**src/rtl/lis_length_patience_search_assert.svh**
```systemverilog
// Assertion macros shared by the RTL of the patience-search block.
// Depends on nothing; the including module supplies clk and rst.
`ifndef LIS_LENGTH_PATIENCE_SEARCH_ASSERT_SVH
`define LIS_LENGTH_PATIENCE_SEARCH_ASSERT_SVH

// Same-cycle implication, checked outside reset.
`define LIS_ASSERT_NOW(label, pre, post, msg) \
  label: assert property (@(posedge clk) disable iff (rst) (pre) |-> (post)) \
    else $error(msg);

// Next-cycle implication, checked outside reset.
`define LIS_ASSERT_NEXT(label, pre, post, msg) \
  label: assert property (@(posedge clk) disable iff (rst) (pre) |=> (post)) \
    else $error(msg);

`endif

```
**src/rtl/lis_pkg.sv**
```systemverilog
// Shared types and constants for the patience-search block.
// Depends on nothing; used by every RTL module of the block but lis_ram.
`default_nettype none

package lis_pkg;

  // Table depth and value width.
  localparam int DEPTH       = 1024;
  localparam int VALUE_WIDTH = 32;

  // Derived widths: table address, stored length (holds DEPTH itself).
  localparam int ADDR_W = $clog2(DEPTH);
  localparam int LEN_W  = $clog2(DEPTH + 1);

  // Fixed port widths.
  localparam int IN_W  = 32;
  localparam int OUT_W = 11;

  // Depth of the queue between the front and the back.
  localparam int QUEUE_DEPTH = 2;
  localparam int QPTR_W      = $clog2(QUEUE_DEPTH);
  localparam int QCNT_W      = $clog2(QUEUE_DEPTH + 1);

  // Flipping the sign bit makes unsigned order match signed order.
  localparam logic [VALUE_WIDTH-1:0] KEY_SIGN = {1'b1, {(VALUE_WIDTH-1){1'b0}}};

  localparam logic [LEN_W-1:0] DEPTH_LEN = LEN_W'(DEPTH);

  // One classified item as it waits for the back part.
  typedef struct packed {
    logic [VALUE_WIDTH-1:0] key;
    logic                   restart;
  } item_t;

  // Queue head as seen by the back part.
  typedef struct packed {
    logic  valid;
    item_t item;
  } queue_head_t;

  // Back part sequencer states.
  typedef enum logic [1:0] {
    ST_IDLE,
    ST_SEARCH,
    ST_WRITE
  } state_t;

endpackage

`default_nettype wire

```
**src/rtl/lis_front.sv**
```systemverilog
// Front part: accepts items, turns each value into an ordered key, and
// queues it for the back part. Depends on lis_pkg.
`default_nettype none

module lis_front (
  input  logic                     clk,
  input  logic                     rst,
  input  logic                     push,
  output logic                     full,
  input  logic [lis_pkg::IN_W-1:0] value,
  input  logic                     start_req,
  output lis_pkg::queue_head_t     head,
  input  logic                     head_pop
);

  lis_pkg::item_t                entries [lis_pkg::QUEUE_DEPTH];
  logic [lis_pkg::QPTR_W-1:0]    wr_ptr;
  logic [lis_pkg::QPTR_W-1:0]    rd_ptr;
  logic [lis_pkg::QCNT_W-1:0]    count;
  logic                          do_push;
  logic                          do_pop;
  lis_pkg::item_t                incoming;

  assign full    = (count == lis_pkg::QCNT_W'(lis_pkg::QUEUE_DEPTH));
  assign do_push = push && !full;
  assign do_pop  = head_pop && (count != '0);

  // Classify the item: offset-binary key and the restart flag.
  always_comb begin
    incoming.key     = value[lis_pkg::VALUE_WIDTH-1:0] ^ lis_pkg::KEY_SIGN;
    incoming.restart = start_req;
  end

  // Queue storage carries no reset.
  always_ff @(posedge clk) begin
    if (do_push) begin
      entries[wr_ptr] <= incoming;
    end
  end

  // Queue pointers and occupancy.
  always_ff @(posedge clk) begin
    if (rst) begin
      wr_ptr <= '0;
      rd_ptr <= '0;
      count  <= '0;
    end else begin
      if (do_push) begin
        wr_ptr <= (wr_ptr == lis_pkg::QPTR_W'(lis_pkg::QUEUE_DEPTH - 1)) ? '0 : wr_ptr + 1'b1;
      end
      if (do_pop) begin
        rd_ptr <= (rd_ptr == lis_pkg::QPTR_W'(lis_pkg::QUEUE_DEPTH - 1)) ? '0 : rd_ptr + 1'b1;
      end
      if (do_push && !do_pop) begin
        count <= count + 1'b1;
      end else if (do_pop && !do_push) begin
        count <= count - 1'b1;
      end
    end
  end

  assign head.valid = (count != '0);
  assign head.item  = entries[rd_ptr];

endmodule

`default_nettype wire

```
**config.mk**
```make
export PLATFORM = sky130hd
export DESIGN_NAME = lis_front
export DESIGN_NICKNAME = d
export VERILOG_FILES = /design/src/rtl/lis_length_patience_search_assert.svh /design/src/rtl/lis_pkg.sv /design/src/rtl/lis_front.sv
export SDC_FILE = /design/constraint.sdc
export NUM_CORES = 1
export LEC_CHECK = 0
export BUFFER_PORTS_ARGS = -buffer_cell sky130_fd_sc_hd__buf_2
export CAP_MARGIN = 25
export CORE_MARGIN = 2
export CORE_UTILIZATION = 51
export DETAILED_ROUTE_END_ITERATION = 8
export GPL_TIMING_DRIVEN = 1
export HOLD_SLACK_MARGIN = 0.15
export PLACE_DENSITY = 0.78
export SLEW_MARGIN = 10
export SYNTH_ARGS = -nofsm -noshare
export SYNTH_HDL_FRONTEND = slang
export SYNTH_SLANG_ARGS = --single-unit
```
**constraint.sdc**
```tcl
create_clock -name clk -period 2.5 [get_ports clk]
set_clock_uncertainty 0.15 [all_clocks]
set_input_delay 0.625 -clock clk [delete_from_list [all_inputs] [get_ports clk]]
set_output_delay 0.625 -clock clk [all_outputs]
set_load 0.01 [all_outputs]
```
---- Word-level counts from Yosys, hierarchy flattened ----
Memory sizes are Yosys's and may differ from the RTL's. A register that Yosys moved wholly into a read port is not among the register bits.
Index checks and enable logic that the tools add are counted.
word-level totals
  RAM bits ................................ 66
  input bits .............................. 37
  output and inout bits ................... 35
  flip-flop bits (word level) ............. 4
  memories ................................ 1
memories
  name     depth  width  rd ports  clocked after memory_dff  write ports  RTL line         source
  entries  2      33     1         1                         1            lis_front.sv:16  lis_pkg::item_t entries [lis_pkg::QUEUE_DEPTH];
operators by class
  add/subtract/negate cells ............... 4
  equal/unequal tests ..................... 1
  multiplexer cells ....................... 8
  bitwise logic cells ..................... 1
  reductions and logical operators ........ 9
operators by type and width
  operator                                                            number
  1-bit two-way mux                                                   6
  1-bit logical AND                                                   4
  2-bit two-way mux                                                   2
  2-bit nonzero test                                                  2
  1-bit logical NOT                                                   3
  1-bit adder, second input constant                                  2
  2-bit by 1-bit adder with 2-bit output, second input constant       1
  2-bit equality test, second input constant                          1
  2-bit by 1-bit subtractor with 2-bit output, second input constant  1
  1-bit NOT                                                           1

---- Longest topological paths before layout ----
Gate-level depths: netlist of the first run.
  depth after elaboration ................. 7
  mapped depth ............................ 6

---- Worst setup path after synthesis of the first run ----
Ideal clock, no wire load.
  path kind ............................... input port to flip-flop
  start ................................... input push
  end ..................................... memory entries[0][0] (netlist bit) (enable)
  slack ................................... 0.279 ns
  path buffers ............................ 0
  setup time .............................. 0.388 ns
  stages .................................. 3
  arrival ................................. 1.684 ns
  required time ........................... 1.962 ns
  cells stage by stage .................... inv_1 > or3_1 > inv_1
between the ends
  cells in the longest elaborated chain, start to end .. 3
ends and longest elaborated chain
  what                                     RTL line         source
  start, declared                          lis_front.sv:8   input logic push,
  1-bit logical AND                        lis_front.sv:25  assign do_push = push && !full;
  1-bit two-way mux                        lis_front.sv:36  if (do_push) begin
  1-bit two-way mux (implied by the code)  lis_front.sv:37  entries[wr_ptr] <= incoming;
  end, declared                            lis_front.sv:16
No other way between the ends.

==> implementation parameters, run 1 <==
Parameter                              Value

Floorplanning
  Core region area    about 4800 um2
  Number of standard-cell rows in the floorplan    25
  Chip height    ~75 um
  Boundary Pins    72
  Die area    around 5700 um2
  Starting density of the core    0.539
  Horizontal die dimension    ~75 um

Timing
  Total of endpoints with negative setup slack in the final report    0
  Shortest period the worst path allows    2.18 ns
  Final hold violations    0
  RSZ-0062 raised after global routing    no
  Final Slew Violations    0
  Maximum frequency from static timing analysis    458 MHz
  Tightest Pin Transition    between 0.4 and 0.5 ns
  Worst slew margin relative to its limit    0.698
  Final TNS setup    0 ns
  Hold Worst Slack    approximately 0.34 ns
  Final period util    0.873

Yosys
  Average size of a mapped cell    20.1 um2
  Dominant cell type by area after synthesis    sky130_fd_sc_hd__edfxtp_1
  Cell area after synthesis    approximately 2600 um2
  Yosys warning count    0
  Dominant cells by area after synthesis    sky130_fd_sc_hd__edfxtp_1, sky130_fd_sc_hd__mux2_2, sky130_fd_sc_hd__dfxtp_1
  Count of cell types in the netlist    14
  Ys flop type    sky130_fd_sc_hd__edfxtp_1
  Syn nets    between 150 and 200
  Count of flip-flops with a built-in enable after synthesis    66
  Post-synthesis cell count    ~130
  Sequential element share of the synthesized area    0.802
  List of most frequent post-synthesis cells    sky130_fd_sc_hd__edfxtp_1, sky130_fd_sc_hd__mux2_2, sky130_fd_sc_hd__dfxtp_1
  Library cell with the highest instance count after synthesis    sky130_fd_sc_hd__edfxtp_1
  Async S/R FF share, synth    0
  Proportion of netlist area held by the largest area contributor    0.763
  Flip-flop and latch count after synthesis    71

Clock tree
  Deepest level of the CTS H-tree    3
  Number of clock sinks    ~70
  Clk Latency, worst-skew pair    0.32 ns
  Number of clock buffers inserted by TritonCTS    9
  CTS tree    done
  Buffer depth of the longest clock path    2
  Hold_buf cts    0
  Setup Fix Bufs, Post-CTS    0
  Clock-pin slew of the registers on the worst-case setup and hold paths    around 0.070 ns
  Cell at the root of the clock tree    sky130_fd_sc_hd__clkbuf_8
  Number of gates resized after CTS    0

Place
  Half-perimeter wire length after detailed placement    3030 um
  Area post-placement    3060 um2
  Number of input and output port buffers inserted    71
  Final GP Congestion    approximately 0.75

Drt
  Final antenna-violating net count    0
  Total Routed Length    roughly 4500 um
  Pre-antenna DRT Iters    4
  Top sig layer    met4
  Initial DRC count    approximately 130
  Total vias in the final route    1395
  Post-detailed-route DRC marker count    0
  Routed wire length on met3    205 um
  Met2 wire len    approximately 2400 um
  Metal1 wirelength    around 1800 um
  Via/cell ratio    4.93
  Detailed-route wire length per cell    ~16 um

Worst setup path
  Register-to-Register Path Depth    5
  Data arrival time of the worst path    1.41 ns
  Crit start category    register
  Crit Path Max Fanout    17
  Critical Path RT    between 1.5 and 2 ns
  Critical path endpoint category    primary output
  Setup Crit Path Kind    reg2out
  Beginning of the worst register-to-register path    count[1]

Flow run
  Number of maximum-capacitance constraint violations    0

Final layout
  Final layout net count    249
  N_diodes    0
  Area of all placed cells without fillers    between 3000 and 4000 um2
  Synth-to-Final Area Change    26.8%
  Fraction of final layout cells sized beyond drive strength 1    0.574

Power
  PnR Total Power    3450 uW
  Static leakage power    roughly 0.0013 uW
  Peak supply drop    between 0.7 and 0.8 mV
  Ratio of total power to cell area    approximately 1000 nW/um2

Global route
  Wire length of the first global-routing pass    ~6800 um
  Pin count of the biggest net entering global routing    34
  Global route overflow    0
  Total GRT Usage    0.166
  Number of antenna violations at the first check in global routing    0
  Number of global-route vias before repair    about 1500

Worst hold path
  Hold path start    value[13]
  Worst hold path depth    1
  Path class of the lowest-slack min-delay path    in2reg

Run status
  Result of the run    finished clean
## worst max-delay path, stage by stage, from the launching register on
cell,delay (ns)
sky130_fd_sc_hd__dfxtp_1,0.33
sky130_fd_sc_hd__buf_4,0.24
sky130_fd_sc_hd__mux2_2,0.37
sky130_fd_sc_hd__buf_2,0.14
## sequential cells by signal, indices dropped and copies added (netlist names), named ones only
| name | flops |
|---|---|
| count | 2 |
| entries | 66 |
| rd_ptr | 1 |
| wr_ptr | 1 |
## routing by layer
layer  track usage  up-vias
li1              -      658
met1         0.188      693
met2         0.292       38
met3        0.0410        6
met4        0.0858        0
met5             0        -
## metrics by stage
step | cells | utilization | setup slack [ns]
6_report | 283 | 0.684 | 0.317
5_1_grt | 283 | 0.684 | 0.258
4_1_cts | 283 | 0.684 | 0.290
3_5_place_dp | 267 | 0.635 | 0.519
3_3_place_gp | 267 | 0.635 | 0.624
2_1_floorplan | 129 | - | 0.279
## worst paths after layout
path              slack, ns        endpoint
setup / recovery       0.32        head[32]
hold reg to reg        0.37        count[1]
setup reg to reg       0.75        count[1]
hold / removal         0.34  entries[0][14]
## report_power, final
part	switching (uW)	internal, uW	leakage (uW)
clock network	393	656	0.000118
logic	442	410	0.000494
registers	53.3	1500	0.000658
## cell families after synthesis
family,after synthesis,synth area share
buffers and inverters,7,0.0120
AND/OR/NAND/NOR,9,0.0188
adder cells (fa/ha/maj),1,0.00482
multiplexers,33,0.143
flip-flops,71,0.802
AO/OA/AOI/OAI,5,0.00963
XOR/XNOR,3,0.0101
## layout make-up
type	count	area [um2]
sequential	71	2080
clock buffer	9	124
clock inverter	7	111
tap	67	83.8
inverter	3	11.3
fill	353	1520
timing repair buffer	75	398
multi-input combinational	51	484
## cells in the final DEF, fill, tap and decap left out, types with 2 or more instances in the layout
| master | instances |
|---|---|
| sky130_fd_sc_hd__a21oi_1 | 2 |
| sky130_fd_sc_hd__edfxtp_1 | 66 |
| sky130_fd_sc_hd__clkinv_1 | 2 |
| sky130_fd_sc_hd__xor2_1 | 3 |
| sky130_fd_sc_hd__clkbuf_8 | 9 |
| sky130_fd_sc_hd__dfxtp_1 | 5 |
| sky130_fd_sc_hd__buf_2 | 71 |
| sky130_fd_sc_hd__buf_4 | 3 |
| sky130_fd_sc_hd__or3_1 | 2 |
| sky130_fd_sc_hd__inv_1 | 3 |
| sky130_fd_sc_hd__bufinv_16 | 3 |
| sky130_fd_sc_hd__mux2_2 | 33 |
| sky130_fd_sc_hd__o21ai_0 | 3 |
| sky130_fd_sc_hd__nor2_1 | 4 |
Power figures use the tool's default switching activity.
==> inputs of run 2 (changes only) <==
PLACE_DENSITY = 0.79   (was 0.78)
==> implementation parameters, run 2 (same netlist as run 1, synthesis figures left out) <==
Parameter                              Value

Clock tree
  Number of clock buffers inserted by TritonCTS    9 (unchanged)
  Deepest level of the CTS H-tree    3 (unchanged)
  Hold_buf cts    0 (unchanged)
  CTS tree    done
  Setup Fix Bufs, Post-CTS    0 (unchanged)
  Buffer depth of the longest clock path    2 (unchanged)
  Clock-pin slew of the registers on the worst-case setup and hold paths    0.07 ns (about the same)
  Number of clock sinks    71 (unchanged)
  Number of gates resized after CTS    0 (unchanged)
  Cell at the root of the clock tree    sky130_fd_sc_hd__clkbuf_8
  Clk Latency, worst-skew pair    0.33 ns (about the same)

Floorplanning
  Core region area    4820 um2 (unchanged)
  Starting density of the core    0.539 (unchanged)
  Number of standard-cell rows in the floorplan    25 (unchanged)
  Chip height    75.4 um (unchanged)
  Horizontal die dimension    75.4 um (unchanged)
  Boundary Pins    72 (unchanged)
  Die area    5680 um2 (unchanged)

Timing
  Worst slew margin relative to its limit    0.791 (+0.0926)
  RSZ-0062 raised after global routing    no
  Total of endpoints with negative setup slack in the final report    0 (unchanged)
  Final Slew Violations    0 (unchanged)
  Final period util    0.884 (+0.0106)
  Hold Worst Slack    0.323 ns (-0.0128 ns)
  Final hold violations    0 (unchanged)
  Final TNS setup    0 ns (unchanged)
  Shortest period the worst path allows    2.21 ns (+0.0265 ns)
  Tightest Pin Transition    0.310 ns (-0.142 ns)
  Maximum frequency from static timing analysis    453 MHz (-1.2%)

Worst setup path
  Crit Path Max Fanout    16 (-1)
  Highest cell delay on the worst timing path    0.38 ns (about the same)
  Crit start category    register
  Data arrival time of the worst path    1.43 ns (+0.02 ns)
  Critical Path RT    1.73 ns (about the same)
  Ordered cell list for the critical path    buf_4, mux2_2, buf_2
  Number of buffers and inverters on the critical path    2 (unchanged)
  Critical path endpoint category    primary output
  CP max stage cell    sky130_fd_sc_hd__mux2_2
  Largest delay share family, worst path    buffers and inverters
  Setup Crit Path Kind    reg2out

Final layout
  Final layout net count    249 (unchanged)
  Area of all placed cells without fillers    3280 um2 (-0.34%)
  Most common cell after layout, fill and taps aside    sky130_fd_sc_hd__buf_2
  N_diodes    0 (unchanged)
  Regs by FF count    entries x66, count x2
  Fraction of final layout cells sized beyond drive strength 1    0.574 (unchanged)
  Number of flip-flops in the largest register    66 (unchanged)
  Register bank with the most flops    entries
  Synth-to-Final Area Change    26.4%
  Highest-count cells in the layout ignoring fill and taps    sky130_fd_sc_hd__buf_2, sky130_fd_sc_hd__edfxtp_1, sky130_fd_sc_hd__mux2_2
  Fin util    0.682 (-0.00234)
  Filler Cell Count    348 (-1.4%)

Place
  Area post-placement    3070 um2 (+0.41%)
  Final GP Congestion    0.665 (-11%)
  Half-perimeter wire length after detailed placement    2980 um (-1.6%)
  Number of input and output port buffers inserted    71 (unchanged)

Drt
  Via/cell ratio    4.88 (-1.0%)
  Total vias in the final route    1381 (-1.0%)
  Initial DRC count    74 (-41%)
  Final antenna-violating net count    0 (unchanged)
  Post-detailed-route DRC marker count    0 (unchanged)
  Total Routed Length    4380 um (-1.7%)
  Pre-antenna DRT Iters    4 (unchanged)
  Detailed-route wire length per cell    15.5 um (-1.7%)

Worst hold path
  Path class of the lowest-slack min-delay path    in2reg

Global route
  Global route overflow    0 (unchanged)
  Wire length of the first global-routing pass    6150 um (-9.1%)
  Number of global-route vias before repair    1338 (-11%)
  Total GRT Usage    0.160 (-0.00642)
  Pin count of the biggest net entering global routing    34 (unchanged)
  Number of antenna violations at the first check in global routing    0 (unchanged)

Power
  Peak supply drop    0.709 mV (-6.3%)
  Static leakage power    0.00125 uW (-1.2%)
  Ratio of total power to cell area    1020 nW/um2 (-2.5%)

Flow run
  Number of maximum-capacitance constraint violations    0 (unchanged)

Run status
  Result of the run    finished clean
[run 2: changes by cell type in the layout (fill, tap and decap cells not counted), sizes merged]
cell      change
bufinv        -1
clkinv        -1
clkinvlp      +2
[run 2: power breakdown]
part	total [uW]	switching [uW]	internal, uW	leakage, uW
sequential	1550	54.6	1500	0.000658
combinational	855	440	415	0.000497
clock	945	393	552	0.000100
[run 2: worst paths after layout]
check	start	to	slack, ns	cells past startpoint
worst min register to register	wr_ptr	wr_ptr	0.36	2
worst max-delay path	register	head[27]	0.29	3
worst min-delay path	value[24]	entries[0][25]	0.32	1
worst max register to register	count[1]	count[1]	0.74	5
[run 2: worst reg2reg max path, stage by stage, from the launching register on]
cell	delay [ns]
sky130_fd_sc_hd__dfxtp_1	0.39
sky130_fd_sc_hd__nor2b_2	0.23
sky130_fd_sc_hd__nor2_1	0.08
sky130_fd_sc_hd__ha_1	0.34
sky130_fd_sc_hd__or3_1	0.37
sky130_fd_sc_hd__a21oi_1	0.14
[run 2: routing by layer]
metal	wire length (um)	track usage
met4	92	0.0877
met5	0	0
met1	1720	0.176
met3	240	0.0556
met2	2330	0.271
[run 2: final cells by class]
type                            instances  area [um2]  share of cell area
Sequential cell                        71        2080               0.634
Multi-Input combinational cell         51         484               0.147
Timing Repair Buffer                   75         410               0.125
Clock buffer                            9         124              0.0377
Clock inverter                          7        87.6              0.0267
Tap cell                               67        83.8              0.0255
Inverter                                3        11.3             0.00343
[run 2: through the flow]
stage	std cells	total power (uW)	setup WS, ns
final	283	3350	0.290
after global routing	283	3530	0.210
after CTS	283	3400	0.262
after detailed placement	267	2440	0.561
after global placement	267	2390	0.622
after floorplan	129	2110	0.279
